$ cat src/rtl/stq_pkg.sv
`default_nettype none
// ----------------------------------------------------------------------------
// Sorted expiry timer queue - shared types and constants
// Field widths, command and status codes, and the cell control word that
// the queue controller hands to every cell of the sorted chain.
// ----------------------------------------------------------------------------
package stq_pkg;

	localparam int CAPACITY     = 64;
	localparam int ID_W         = 16;
	localparam int TIME_W       = 32;
	localparam int IDLE_W       = 16;
	localparam logic [IDLE_W-1:0] IDLE_RESET = 16'd5;

	typedef enum logic [1:0] {
		ACT_ADD    = 2'd0,
		ACT_ADJUST = 2'd1,
		ACT_DELETE = 2'd2,
		ACT_TICK   = 2'd3
	} action_t;

	typedef enum logic [1:0] {
		ST_OK      = 2'd0,
		ST_FULL    = 2'd1,
		ST_UNKNOWN = 2'd2,
		ST_DUP     = 2'd3
	} status_t;

	typedef enum logic [1:0] {
		CELL_HOLD,
		CELL_INSERT,
		CELL_REMOVE,
		CELL_POP
	} cell_op_t;

	typedef enum logic [1:0] {
		FSM_IDLE,
		FSM_EXEC,
		FSM_REINSERT,
		FSM_TICK
	} state_t;

	// One timer slot as seen by the neighbouring cells
	typedef struct packed {
		logic              vld;
		logic [TIME_W-1:0] exp;
		logic [ID_W-1:0]   hdl;
	} slot_t;

	// Broadcast control word for the cell chain
	typedef struct packed {
		cell_op_t          op;
		logic [ID_W-1:0]   key_id;
		logic [TIME_W-1:0] key_exp;
	} cell_ctl_t;

endpackage
`default_nettype wire

$ cat src/rtl/stq_cell.sv
`default_nettype none
// ----------------------------------------------------------------------------
// Sorted expiry timer queue - one cell of the sorted chain
// Holds one timer slot. Flags whether it lies after the insert point and
// whether it holds the searched handle, and moves data to or from its
// neighbours as the broadcast command says.
// ----------------------------------------------------------------------------
module stq_cell (
	input  wire                   clk,
	input  wire                   arst_n,
	input  wire stq_pkg::cell_ctl_t ctl,
	input  wire stq_pkg::slot_t   left_slot,
	input  wire                   left_gt,
	input  wire                   left_after,
	input  wire stq_pkg::slot_t   right_slot,
	output stq_pkg::slot_t        slot,
	output logic                  gt,
	output logic                  match,
	output logic                  after
);
	import stq_pkg::*;

	slot_t slot_q;
	slot_t slot_d;

	// Local compares: later than the key, or empty; holds the searched handle
	assign gt    = !slot_q.vld || (slot_q.exp > ctl.key_exp);
	assign match = slot_q.vld && (slot_q.hdl == ctl.key_id);
	assign after = match || left_after;
	assign slot  = slot_q;

	// Choose what this cell holds next
	always_comb begin
		slot_d = slot_q;
		unique case (ctl.op)
			CELL_INSERT: begin
				if (left_gt) begin
					slot_d = left_slot;
				end else if (gt) begin
					slot_d.vld = 1'b1;
					slot_d.exp = ctl.key_exp;
					slot_d.hdl = ctl.key_id;
				end
			end
			CELL_REMOVE: begin
				if (after) begin
					slot_d = right_slot;
				end
			end
			CELL_POP: slot_d = right_slot;
			CELL_HOLD: slot_d = slot_q;
			default: slot_d = slot_q;
		endcase
	end

	// Slot register: occupancy flag and timer payload
	always_ff @(posedge clk or negedge arst_n) begin
		if (!arst_n) begin
			slot_q <= '0;
		end else begin
			slot_q <= slot_d;
		end
	end

endmodule
`default_nettype wire

$ cat config.mk
export PLATFORM = sky130hd
export DESIGN_NAME = stq_cell
export DESIGN_NICKNAME = d
export VERILOG_FILES = /design/src/rtl/stq_pkg.sv /design/src/rtl/stq_cell.sv
export SDC_FILE = /design/constraint.sdc
export NUM_CORES = 1
export LEC_CHECK = 0
export ABC_CLOCK_PERIOD_IN_PS = 2900
export BUFFER_PORTS_ARGS = -buffer_cell sky130_fd_sc_hd__buf_4
export CAP_MARGIN = 10
export CORE_UTILIZATION = 47
export DETAILED_ROUTE_END_ITERATION = 8
export PLACE_DENSITY = 0.88
export SETUP_SLACK_MARGIN = 0.15
export SLEW_MARGIN = 20
export SYNTH_ARGS = -nofsm -noshare
export SYNTH_HDL_FRONTEND = slang
export SYNTH_SLANG_ARGS = --single-unit
$ cat constraint.sdc
create_clock -name clk -period 2.9 [get_ports clk]
set_input_delay 0.58 -clock clk [delete_from_list [all_inputs] [get_ports clk]]
set_output_delay 0.58 -clock clk [all_outputs]
set_load 0.01 [all_outputs]
After elaboration in Yosys (flattened, before gate mapping)
Cells that the tools add are included.
Widths: inputs -> output; s select.
{ "word_totals": {"elab_cells": 21, "out_inout_bits": 52, "ff_bits": 49} }
{ "op_classes": {"reduce_logical": 6, "n_bitwise": 1, "order_cmp": 1, "eq_ne": 6, "mux": 4} }
{ "op_table": {"columns": ["op", "n"], "rows": [
  ["$mux 49", 3],
  ["$pmux 49 s3", 1],
  ["$gt 32x32->1", 1],
  ["$eq 16x16->1", 1],
  ["$eq 2x2->1 const B", 2],
  ["$ne 3x3->1 const B", 1],
  ["$reduce_and 3->1", 1],
  ["$eq 2x1->1 const B", 1],
  ["$logic_not 2->1", 1],
  ["$logic_or 1x1->1", 2],
  ["$ne 2x2->1 const B", 1],
  ["$logic_and 1x1->1", 1],
  ["$logic_not 1->1", 1],
  ["$not 1->1", 1]
]} }

Longest topological paths before layout
Gate-level depths: netlist of the first run.
{ "depth": {"depth_word": 5, "depth_mapped": 11, "depth_no_buf": 9} }

Least setup slack after synthesis of the first run
No wires, ideal clock.
{ "synth_path": {"path_kind": "input port to flip-flop", "start": "input port ctl[1] (netlist name)", "end": "register slot_q, in the netlist slot[10]", "setup_ns": 0.125, "slack_ns": 0.363, "t_arrival_ns": 2.411, "t_required_ns": 2.775, "stages": 11, "path_cell_list": "inv_1 -> ha_1 -> nor2b_1 -> o211ai_1 -> a2111o_1 -> o211ai_1 -> a211oi_2 -> nor2_2 -> buf_6 -> buf_8 -> mux2_4"} }
{ "synth_via": {"elab_chain_cells": 4} }
{ "synth_rtl": {"columns": ["item", "line", "text"], "rows": [
  ["from (decl)", "stq_cell.sv:11", "input wire stq_pkg::cell_ctl_t ctl,"],
  ["$gt 32x32->1", "stq_cell.sv:27", "assign gt = !slot_q.vld || (slot_q.exp > ctl.key_exp);"],
  ["$logic_or 1x1->1", "stq_cell.sv:27", null],
  ["$ne 3x3->1 (no source line)", null, null],
  ["$reduce_and 3->1 (no source line)", null, null],
  ["to (signal assigned)", "stq_cell.sv:61", "slot_q <= slot_d;"],
  ["to (decl)", "stq_cell.sv:23", "slot_t slot_q;"]
]} }
Every way passes these cells.
A chain may end at the register's enable or synchronous reset.

Worst setup path after layout of the first run
{ "layout_path": {"start": "input port ctl[1] (netlist name)", "end": "output port gt"} }
{ "layout_via": {"elab_chain_cells": 2} }
{ "layout_rtl": {"columns": ["item", "line", "text"], "rows": [
  ["$gt 32x32->1", "stq_cell.sv:27", null],
  ["$logic_or 1x1->1", "stq_cell.sv:27", null],
  ["to (decl)", "stq_cell.sv:17", "output logic gt,"]
]} }
Every way passes these cells.

==> results of run 1 <==
==> placed cells by master, fill, tap and decap left out, types with 2 or more instances in the layout <==
cell,n
nand3_1,4
a21oi_2,4
nand2_1,63
o211ai_1,2
and4_1,5
ha_1,27
xnor2_1,6
nor4_2,3
buf_4,217
mux2_1,8
o21ai_0,50
clkbuf_8,6
a221oi_2,2
xor2_1,10
or2_2,2
buf_12,2
nor2_1,3
o21ai_1,3
a21oi_1,12
mux2i_1,49
ha_4,5
mux2_4,19
dfrtp_1,49
nand4_1,5
mux2_2,21
inv_1,34
==> cells by family after synthesis <==
family	after synthesis
muxes	97
and+or+nand+nor	89
adders and majority gates	32
buffers and inverters	56
xor gates and xnor gates	16
DFF	49
AOI/OAI and AO/OA	78
==> metal layers <==
metal	up-vias	part of all wire [%]	GRT usage (%)
li1	1863	-	-
met1	1776	40	26.23
met2	144	53	47.38
met3	17	5.4	3.883
met4	0	1.7	7.308
met5	-	0	0
==> per-stage QoR <==
stage	cells	hold slack [ns]
after floorplan	417	0.2844
final	726	0.2944
after detailed placement	709	0.5089
after global placement	709	0.5014
after CTS	722	0.3247
after global routing	726	0.3538
==> timing repair <==
action                     4_1_cts  5_1_grt
setup endpoints to repair        1        8
buffers inserted                 6        4
resized for setup                2       12
pin swaps                        4        6
==> layout make-up <==
class	count	area share (%)
multi-input combinational	312	44.37
clock buffer	7	1.482
inverter	34	2.191
sequential	49	21.05
timing repair buffer	219	28.65
tap	105	2.255
==> path summary, 6_finish.rpt <==
path                                        end  slack (ns)  cells past startpoint
max                                          gt        0.18                     11
min                        slot[34]$_DFFE_PN0P_        0.29                      1
max in group asynchronous   slot[2]$_DFFE_PN0P_        2.19                      1
min reg2reg                slot[33]$_DFFE_PN0P_        0.53                      1
min in group clk           slot[33]$_DFFE_PN0P_        0.53                      1
max reg2reg                slot[31]$_DFFE_PN0P_        0.29                     10
==> power by group through the flow <==
stage / Clock, W / Sequential (W) / Combinational [W]
after detailed placement: 0 / 0.000937 / 0.00107
after global routing: 0.000437 / 0.000941 / 0.00125
after CTS: 0.000419 / 0.000920 / 0.00110
final: 0.000408 / 0.000925 / 0.00115
after floorplan: 0 / 0.000966 / 0.000515
after global placement: 0 / 0.000926 / 0.00103
==> results.md, run 1 <==
- Core area: 8175 µm²
- P_int: 0.001652 W
- Slew margin rel.: 48.99%
- Buffers from clock root to sink, at most: 2
- RSZ-0062 raised after global routing: true
- Flops & latches, synth: 49
- NetSw: 0.0008303 W
- Die W: 93.76 µm
- Post-DP Area: 5565 µm²
- Row count: 33
- Ranking of synthesized cells by area: dfrtp_1 31%, mux2i_1 12%, ha_1 10%, mux2_4 7.2%, o21ai_0 6.4%
- Worst-path fanout max: 2
- Total Power: 0.002483 W
- Crit-path cells: buf_4 > inv_1 > ha_1 > nor2b_1 > o211ai_1 > a2111o_1 > o211ai_1 > a21o_1 > nand2_1 > nand2_1 > buf_4
- Post-Place Setup Slack: 0.03685 ns
- Skew final: 0.003178 ns
- Max-cap violations: 0
- Yosys synthesis warning count: 0
- Final instance area: 5826 µm²
- Worst path max stage delay: 0.38 ns
- CTS root buf: clkbuf_8
- DR pass1 iterations: 4
- CTS tree: done
- Commonest cells in the netlist: 63 x nand2_1, 51 x o21ai_0, 49 x dfrtp_1, 49 x mux2i_1, 34 x inv_1
- Final worst path period need: 2.718 ns
- Mapped Cells: 417
- Fin. max-slew vios: 0
- FFs w/ async S/R, synth: 100.0%
- Antenna Nets Post-Route: 0
- Worst Hold Class: in2async
- Nets@finish: 805
- Tcrit/Tclk final: 93.72%
- Routability Congestion: 0.8337
- Die area: 8791 µm²
- Maximum number of pins on one net before global-route repair: 95
- Fillers: 613
- Hold buffer count at cts: 0
- Clock power frac: 16.4%
- CP top delay family: compound AO/OA/AOI/OAI gates
- Final worst slack: 0.1822 ns
- Count leader, synth: nand2_1
- Library cells used by synthesis: 35
- DRC: 0
- Max Clk Rate: 0.3679 GHz
- Worst Max-Slew Pin Slew: 0.7651 ns
- Fin. Hold Viols: 0
- Wire length per cell: 15.24 µm
- Share of post-route cells with drive strength above 1: 45.89%
- Initial core utilization: 48.41%
- PwrDens: 426.2 nW/µm²
- Antenna Cells: 0
- Worst Path Arrival: 2.14 ns
- DP Wirelength: 8.614 mm
- Gr ovfl total: 0
- Ys flop type: dfrtp_1
- Worst setup path startpoint: ctl[1]
- Synth-to-Final Area Change: 47.20%
- Sw frac: 33.44%
- Buffers plus inverters on the worst setup path: 3
- Synth Area in Simple Gates: 10.31%
- Max H-tree Level: 2
- Multi-input gate area: 2585 µm²
- Final setup viols: 0
- Vias in the first global route: 3646
- Synth Area in Compound Gates: 10.88%
- Mux share of post-synthesis cell area: 27.85%
- Sequential share of power: 37.3%
- Drt via density: 5.234
- Critical Path End Type: output pin
- Area leader, netlist: dfrtp_1
- Port bufs: 203
- Combinational cell fraction of total power: 46.3%
- Critical path type: in2out
- TritonCTS sink count: 49
- Synth Area in XOR/XNOR: 3.541%
- Reg-to-Reg Start: slot[17]$_DFFE_PN0P_
- Clk_lat worst skew: 0.30 ns
- Routed WL: 11.07 mm
- Post-synth EDFFs: 0
- Leakage power: 3.063 nW
- Initial antenna violation count: 0
- Layout Utilization: 71.26%
- First-pass GRT wire length: 16.59 mm
- Seq/Total Area, Yosys: 30.98%
- Setup TNS: 0 ns
- TritonCTS Buffers: 5
- Required time worst endpoint: 2.32 ns
- Main combinational cell family by area after synthesis: multiplexers
- Post-Syn Area: 3958 µm²
- Slowest CP cell: a2111o_1
- GRT Total Usage: 24.21%
- # IOs: 204
- Syn_nets: 601
- Clock transition at path regs: 0.08 ns
- Drt initial violations: 81
- Share of the synthesized area in the top cell type: 30.98%
- CP startpoint kind: input pin
- Die extent in y: 93.76 µm
- Worst vdd ir: 226.7 µV
- Synth Area in Adders: 10.12%
- Routed vias: 3800
- Seq. cell area: 1226 µm²
- Max FFs per register: 49
- Mean Syn Cell Area: 9.491 µm²
- Outcome: finished, final reports clean
(Power assumes the default switching activity.)
==> inputs of run 2 (changes only) <==
==> constraint.sdc (replaced) <==
create_clock -name clk -period 2.9 [get_ports clk]
set_input_delay 0.145 -clock clk [delete_from_list [all_inputs] [get_ports clk]]
set_output_delay 0.145 -clock clk [all_outputs]
set_load 0.01 [all_outputs]
==> results.md, run 2 (synthesized netlist as in run 1, its figures left out) <==
- Outcome: finished, final reports clean
- Sequential share of power: 37.0% (-0.3 points)
- Tcrit/Tclk final: 92.59% (-1.1 points)
- Fin. Hold Viols: 0 (unchanged)
- Antenna Cells: 0 (unchanged)
- Die area: 8791 µm² (unchanged)
- Die W: 93.76 µm (unchanged)
- Post-DP Area: 5533 µm² (-0.58%)
- RSZ-0062 raised after global routing: true
- Sw frac: 32.66% (-0.78 points)
- Combinational cell fraction of total power: 42.7% (-3.6 points)
- Maximum number of pins on one net before global-route repair: 50 (-47%)
- Clock transition at path regs: 0.09 ns (about the same)
- Worst Max-Slew Pin Slew: 0.6318 ns (-0.1333 ns)
- Worst vdd ir: 206.1 µV (-9.1%)
- Required time worst endpoint: 3.08 ns (+0.76 ns)
- Worst path max stage delay: 0.42 ns (+0.04 ns)
- Final setup viols: 0 (unchanged)
- DP Wirelength: 9.099 mm (+5.6%)
- Crit. path cell count: 9 (-2)
- Setup TNS: 0 ns (unchanged)
- Worst Hold Class: in2reg
- Worst Path Arrival: 2.87 ns (+0.73 ns)
- Max Clk Rate: 0.3724 GHz (+1.2%)
- Drt via density: 5.290 (+1.1%)
- Max FFs per register: 49 (unchanged)
- Leakage power: 3.014 nW (-1.6%)
- Critical Path End Type: register
- Fin. max-slew vios: 0 (unchanged)
- Final worst path period need: 2.685 ns (-0.03258 ns)
- Routability Congestion: 0.8233 (-1.2%)
- GRT Total Usage: 25.57% (+1.4 points)
- Crit-path cells: ha_1 > nor2b_1 > o211ai_1 > a2111o_1 > o211ai_1 > a211oi_2 > nor2_4 > buf_4 > mux2_2
- Fillers: 658 (+7.3%)
- Reg2reg path depth: 9 (-1)
- DR pass1 iterations: 4 (unchanged)
- Worst-path fanout max: 25 (+23)
- CTS tree: done
- Max-cap violations: 0 (unchanged)
- Routed WL: 11.26 mm (+1.8%)
- Share of post-route cells with drive strength above 1: 42.97% (-2.9 points)
- Commonest cells after routing, fill and taps aside: 208 x buf_4, 63 x nand2_1, 51 x o21ai_0
- CP top delay family: compound AO/OA/AOI/OAI gates
- CTS root buf: clkbuf_8
- NetSw: 0.0008161 W (-1.7%)
- Initial antenna violation count: 0 (unchanged)
- Antenna Nets Post-Route: 0 (unchanged)
- Synth-to-Final Area Change: 43.16%
- Layout Utilization: 69.30% (-2.0 points)
- Multi-input gate area: 2492 µm² (-3.6%)
- Row count: 33 (unchanged)
- Vias in the first global route: 3753 (+2.9%)
- PwrDens: 441.1 nW/µm² (+3.5%)
- Nets@finish: 795 (-1.2%)
- Seq. cell area: 1226 µm² (unchanged)
- Initial core utilization: 48.41% (unchanged)
- Worst path most repeated cell: o211ai_1
- Slowest CP cell: dfrtp_1
- Clk_lat worst skew: 0.30 ns (about the same)
- Max H-tree Level: 2 (unchanged)
- Commonest non-fill, non-tap cell in the layout: buf_4
- CP startpoint kind: register
- # IOs: 204 (unchanged)
- Buffers plus inverters on the worst setup path: 1 (-2)
- Hold-critical path depth: 3
- First-pass GRT wire length: 17.56 mm (+5.9%)
- Slew margin rel.: 57.88% (+8.9 points)
- TritonCTS sink count: 49 (unchanged)
- Final instance area: 5665 µm² (-2.7%)
- P_int: 0.001683 W (+1.8%)
- Critical path type: reg2reg
- DRC: 0 (unchanged)
- Clock power frac: 20.3% (+3.9 points)
- Routed vias: 3793 (-0.18%)
- Skew final: 0.009278 ns (+0.006101 ns)
- Core area: 8175 µm² (unchanged)
- Port bufs: 203 (unchanged)
- Buffers from clock root to sink, at most: 2 (unchanged)
- Wire length per cell: 15.71 µm (+3.1%)
- Gr ovfl total: 0 (unchanged)
- Die extent in y: 93.76 µm (unchanged)
- Drt initial violations: 98 (+21%)
- TritonCTS Buffers: 5 (unchanged)
run 2: cell count changes in the layout (fill, tap and decap cells not counted), moves of 2 or more:
cell and delta:
ha_1 +5, buf_12 -2, a21oi_1 +4, ha_4 -5, a21oi_2 -4, buf_4 -9
run 2: timing repair:
| action | CTS | global route |
|---|---|---|
| setup endpoints to repair | 0 | 47 |
| hold endpoints to repair | 49 | 0 |
| resized for setup | 0 | 1 |
| hold buffers | 1 | 0 |
| setup buffers | 0 | 0 |
run 2: layer usage:
metal | wire [µm] | vias up | track usage (%)
met1 | 4524 | 1763 | 29.59
met5 | 0 | - | 0
met4 | 208 | 0 | 7.949
li1 | - | 1846 | -
met2 | 5772 | 166 | 47.20
met3 | 758 | 18 | 4.773
run 2: final timing paths:
| kind | from | end | slack (ns) |
|---|---|---|---|
| worst max-delay path | slot[17]$_DFFE_PN0P_ | slot[38]$_DFFE_PN0P_ | 0.21 |
| worst min-delay path | right_slot[16] | slot[16]$_DFFE_PN0P_ | 0.18 |
| worst max register to register | slot[17]$_DFFE_PN0P_ | slot[38]$_DFFE_PN0P_ | 0.21 |
| worst min register to register | slot[30]$_DFFE_PN0P_ | slot[30]$_DFFE_PN0P_ | 0.54 |
| max in group asynchronous | arst_n | slot[2]$_DFFE_PN0P_ | 2.08 |
| min in group asynchronous | arst_n | slot[33]$_DFFE_PN0P_ | 0.40 |
run 2: power by group through the flow:
stage	Combinational (W)	Clock [W]	Sequential (W)
6_report	0.00107	0.000507	0.000924
5_1_grt	0.00117	0.000547	0.000942
4_1_cts	0.00107	0.000520	0.000925
3_5_place_dp	0.00107	0	0.000938
3_3_place_gp	0.00103	0	0.000927
2_1_floorplan	0.000515	0	0.000966
run 2: worst min-delay path, stage by stage:
cell	delay (ns)
buf_4	0.08
a21oi_1	0.07
mux2i_1	0.13
run 2: through the flow:
step           hold WS (ns)  cells  power [W]  worst slack, ns
2_1_floorplan       -0.1506    417   0.001481           0.5390
3_3_place_gp         0.1929    708   0.001954           0.2722
3_5_place_dp         0.2141    708   0.002004           0.2083
4_1_cts              0.1679    717   0.002515           0.1734
5_1_grt              0.1838    717   0.002659          0.07724
6_report             0.1773    717   0.002499           0.2148
run 2: area by class of cell:
| type | count | share of cell area, % |
|---|---|---|
| Tap cell | 105 | 2.319 |
| Multi-Input combinational cell | 312 | 43.99 |
| Clock buffer | 7 | 1.524 |
| Timing Repair Buffer | 209 | 27.74 |
| Inverter | 34 | 2.253 |
| Clock inverter | 1 | 0.5300 |
| Sequential cell | 49 | 21.64 |
